### src/rtl/ftvd_pkg.sv
// shared types and constants for the fan triangulation vertex dedup block
package ftvd_pkg;

  localparam int KeyW       = 24;
  localparam int CntW       = 23;
  localparam int NumBuckets = 4096;
  localparam int BucketW    = $clog2(NumBuckets);

  typedef enum logic [1:0] {
    ST_OK      = 2'd0,
    ST_BAD_POS = 2'd1,
    ST_FULL    = 2'd2
  } status_t;

  typedef enum logic [0:0] {
    OP_CORNER = 1'b0,
    OP_NEW_MESH = 1'b1
  } opcode_t;

  typedef enum logic [3:0] {
    S_CLEAR,
    S_IDLE,
    S_PICK,
    S_TEST,
    S_HASH,
    S_HEAD,
    S_LINK,
    S_NODE,
    S_CMP,
    S_INSERT,
    S_OUT
  } state_t;

  typedef struct packed {
    logic [KeyW-1:0] p;
    logic [KeyW-1:0] t;
    logic [KeyW-1:0] n;
  } triple_t;

  // negative index counts back from the end
  function automatic logic [KeyW-1:0] resolve_idx(input logic [KeyW-1:0] idx,
                                                  input logic [CntW-1:0] cnt);
    logic [KeyW-1:0] r;
    begin
      r = idx;
      if (idx[KeyW-1]) r = {1'b0, cnt} + idx + KeyW'(1);
      return r;
    end
  endfunction

  // signed compare: key above count means absent
  function automatic logic [KeyW-1:0] clamp_idx(input logic [KeyW-1:0] k,
                                                input logic [CntW-1:0] cnt);
    logic [KeyW-1:0] r;
    begin
      r = k;
      if ($signed(k) > $signed({1'b0, cnt})) r = '0;
      return r;
    end
  endfunction

endpackage

### src/rtl/ftvd_hash.sv
// iterative bucket hash, one multiply-add per cycle
module ftvd_hash import ftvd_pkg::*; (
  input  logic               clk,
  input  logic               rst,
  input  logic               start,
  input  triple_t            key,
  output logic               done,
  output logic [BucketW-1:0] bucket
);

  logic [31:0] h;
  logic [1:0]  step;
  logic        busy;
  logic [KeyW-1:0] term;
  logic [31:0] term_ext;

  always_comb begin
    case (step)
      2'd0: term = key.p;
      2'd1: term = key.t;
      default: term = key.n;
    endcase
  end

  // sign-extend to 32 bits as the index is a signed int
  assign term_ext = {{(32-KeyW){term[KeyW-1]}}, term};

  always_ff @(posedge clk) begin
    if (rst) begin
      h    <= '0;
      step <= '0;
      busy <= 1'b0;
    end else if (start) begin
      h    <= '0;
      step <= '0;
      busy <= 1'b1;
    end else if (busy) begin
      // times 31 as shift and subtract
      h    <= (h << 5) - h + term_ext;
      step <= step + 2'd1;
      if (step == 2'd2) busy <= 1'b0;
    end
  end

  // high in the cycle of the last step, bucket is valid after that edge
  assign done   = busy && (step == 2'd2);
  assign bucket = h[BucketW-1:0];

endmodule

### config.mk
export PLATFORM = sky130hd
export DESIGN_NAME = ftvd_hash
export DESIGN_NICKNAME = d
export VERILOG_FILES = /design/src/rtl/ftvd_pkg.sv /design/src/rtl/ftvd_hash.sv
export SDC_FILE = /design/constraint.sdc
export NUM_CORES = 1
export LEC_CHECK = 0
export BUFFER_PORTS_ARGS = -buffer_cell sky130_fd_sc_hd__buf_2
export CORE_MARGIN = 2
export CORE_UTILIZATION = 44
export CTS_CLUSTER_SIZE = 25
export DETAILED_ROUTE_END_ITERATION = 16
export PLACE_DENSITY = 0.8
export SETUP_SLACK_MARGIN = 0.15
export SYNTH_ARGS = -nofsm -noshare
export SYNTH_HDL_FRONTEND = slang
export SYNTH_SLANG_ARGS = --single-unit
### constraint.sdc
create_clock -name clk -period 3.5 [get_ports clk]
set_input_delay 0.525 -clock clk [delete_from_list [all_inputs] [get_ports clk]]
set_output_delay 0.525 -clock clk [all_outputs]
set_load 0.005 [all_outputs]
==> results.cfg <==
[cells_and_area]
diodes = 0
drive_gt1_share_pct = 27.0
synthToLayoutAreaGrowth_pct = 22.4
final_core_util_pct = 55.9
fin_nets = 338

[worst_setup_path]
crit_family = adder cells
required_ns = 3.72
crit_slowest_cell = fa_1
reg2regPathDepth = 13
start_kind = flip-flop
cp.buffers_inverters = 2
ff2ff_setup_slack_ns = 0.42
reg2reg_to = h[10]
cp_data_arrival_time_ns = 3.30
crit_chain = inv_1 > ha_1 > nor2_1 > buf_4 > nand2_1 > nand2_1 > fa_1 > ha_1 > and2_4 > a221oi_4 > a21oi_1 > o21a_1 > o31ai_1
cp-end-kind = flip-flop
cp_max_fo = 11
slowest_delay_ns = 0.43
rr_startpoint = step[0]
crit_type = reg2reg

[synthesis]
synth_top_area_share_pct = 19.7
yosysTopAreaCell = dfxtp_1
synth.avg_cell_area_um2 = 8.23
ys_seq_area_share_pct = 19.7
synth.distinct_cells = 41
ys_warn_count = 0
synth_area_um2 = 1520
ys_seq_elements = 15
synthTopCellsByArea = dfxtp_1 (20%), ha_1 (15%), fa_1 (9.2%)
ys_top_cells_by_count = inv_1 (22), a21oi_1 (18), ha_1 (18), nand2_1 (18), dfxtp_1 (15)
ys_async_sr_fraction_pct = 0
synthFlopType = dfxtp_1
synth_edf_count = 0
synth_most_common_cell = inv_1
synth_cells = 185
synth_fp_nets = 285

[route]
wl_met1_um = 1690
viasPerCell = 5.16
wl_per_cell_um = 12.3
wl_met2_um = 1520
dr_total_vias = 1460
wl_met3_um = 200
dr.pass1.iters = 4
top_layer_used = met4
drt_iter0_markers = 34
routed_wl_um = 3480
antenna_left = 0
drc = 0

[clocking]
cts_setup_buffers = 0
cts_tree = yes
cts-root-buf = clkbuf_4
cts_resized = 0
clock_path_buffers = 2
clock_latency_ns = 0.30
h-tree-depth = 1
path_clk_slew_ns = 0.10
numCtsBuffers = 3
cts_hold_buf = 0
cts_sinks = 15

[floorplanning]
start_util_pct = 45.6
row_count = 21
fp.dieH_um = 62.8
dieWidth_um = 62.8
io_pins = 88
dieArea_um2 = 3950
core_um2 = 3340

[min_path]
hold_end = busy
worstHoldStart = rst
hold_depth = 2
holdCritPathClass = in2reg

[power]
power.leakage_nw = 0.925
p_int_mw = 0.418
swShare_pct = 41.2
combPwrFrac_pct = 57.0
ir_drop_mv = 0.182
switchingPower_mw = 0.293
p_clk_share_pct = 15.2
pwr-share-seq_pct = 27.8
p_per_area_nw_per_um2 = 382

[grt]
grt_first_pass_wirelength_um = 6170
track_usage_pct = 19.2
grt_max_degree = 16
grt_overflow = 0
antenna_found_initial = 0
grt_pass1_vias = 1431

[sta]
final.setup.tns_ns = 0
slew_headroom_pct = 56.5
setup_violations = 0
fin_crit_sh_pct = 88.0
max_freq_mhz = 325
final-hold-violation-count = 0
finalCriticalPeriod_ns = 3.08
fin_skew_ns = 0.00957
report.final.slew_viol_count = 0
rsz0062_at_grt = no
tightest_slew_ns = 0.651
worst_slack_ns = 0.421

[place]
pre_cts_slack_ns = 0.467
port_buffers = 51
dpl.hpwl_um = 2860
gp_congestion = 0.913

[outcome]
status = completed

[flow_run]
drv_cap = 0
-- placed cells by master (no fill, tap or decap), drive strengths merged, types with 2 or more instances in the layout --
| cell | count |
|---|---|
| a21o | 2 |
| nand2 | 18 |
| buf | 55 |
| clkbuf | 4 |
| nand3b | 8 |
| a22o | 7 |
| ha | 18 |
| a211oi | 2 |
| nor3 | 2 |
| o31ai | 2 |
| fa | 7 |
| nor2 | 10 |
| a22oi | 5 |
| o21ai | 3 |
| o21a | 4 |
| a21oi | 19 |
| dfxtp | 15 |
| nor2b | 2 |
| and2 | 2 |
| mux2i | 4 |
| nand2b | 2 |
| xnor2 | 5 |
| and3 | 2 |
| nand3 | 5 |
| inv | 22 |
-- kinds of logic after synthesis --
logic type | count (synthesis) | share of synthesized area [%]
flip-flops | 15 | 19.7
buffers and inverters | 29 | 7.23
AND/OR/NAND/NOR | 54 | 18.0
adder cells (fa/ha/maj) | 25 | 24.0
AO/OA/AOI/OAI | 52 | 25.0
multiplexers | 4 | 2.63
XOR/XNOR | 6 | 3.45
-- worst max path at each step --
stage | from | to | slack [ns] | cells past startpoint
after CTS | step[0] | h[10] | 0.42 | 13
after global routing | step[0] | h[10] | 0.21 | 13
after global placement | step[0] | h[10] | 0.46 | 13
final | step[0] | h[10] | 0.42 | 13
after detailed placement | step[0] | h[8] | 0.47 | 13
after floorplan | step[0] | h[8] | 0.46 | 13
-- through the flow --
stage	hold slack (ns)	total power [mW]	instances	cell area, µm²
CTS	0.384	0.719	283	1860
detailed placement	0.486	0.608	279	1840
global placement	0.475	0.595	279	1840
floorplan	0.475	0.510	185	1520
finish	0.388	0.711	283	1860
global route	0.397	0.785	283	1860
-- per-layer routing --
metal  vias up  track usage, %
li1        760               -
met1       649            24.8
met2        44            32.1
met3         7            3.06
met4         0            7.50
met5         -               0
-- power by group through the flow --
stage	Clock (mW)	Combinational [mW]	Sequential [mW]
floorplan	0	0.310	0.199
global placement	0	0.393	0.202
detailed placement	0	0.406	0.202
CTS	0.112	0.408	0.198
global route	0.116	0.469	0.201
finish	0.108	0.405	0.198
-- worst register-to-register path, stage by stage, from the launching register on --
cell	delay (ns)
dfxtp_1	0.39
inv_1	0.08
ha_1	0.21
nor2_1	0.11
buf_4	0.20
nand2_1	0.07
nand2_1	0.08
fa_1	0.43
ha_1	0.40
and2_4	0.19
a221oi_4	0.29
a21oi_1	0.15
o21a_1	0.19
o31ai_1	0.22
-- registers in the layout, summed over array words and instances (netlist names) --
signal	cells
step	2
busy	1
h	12
-- area by class of cell --
| class | instances | area (µm²) |
|---|---|---|
| Multi-Input combinational cell | 141 | 1110 |
| Fill cell | 334 | 1470 |
| Tap cell | 46 | 57.6 |
| Clock buffer | 4 | 26.3 |
| Sequential cell | 15 | 300 |
| Inverter | 22 | 82.6 |
| Timing Repair Buffer | 55 | 285 |
Power figures use the tool's default switching activity.
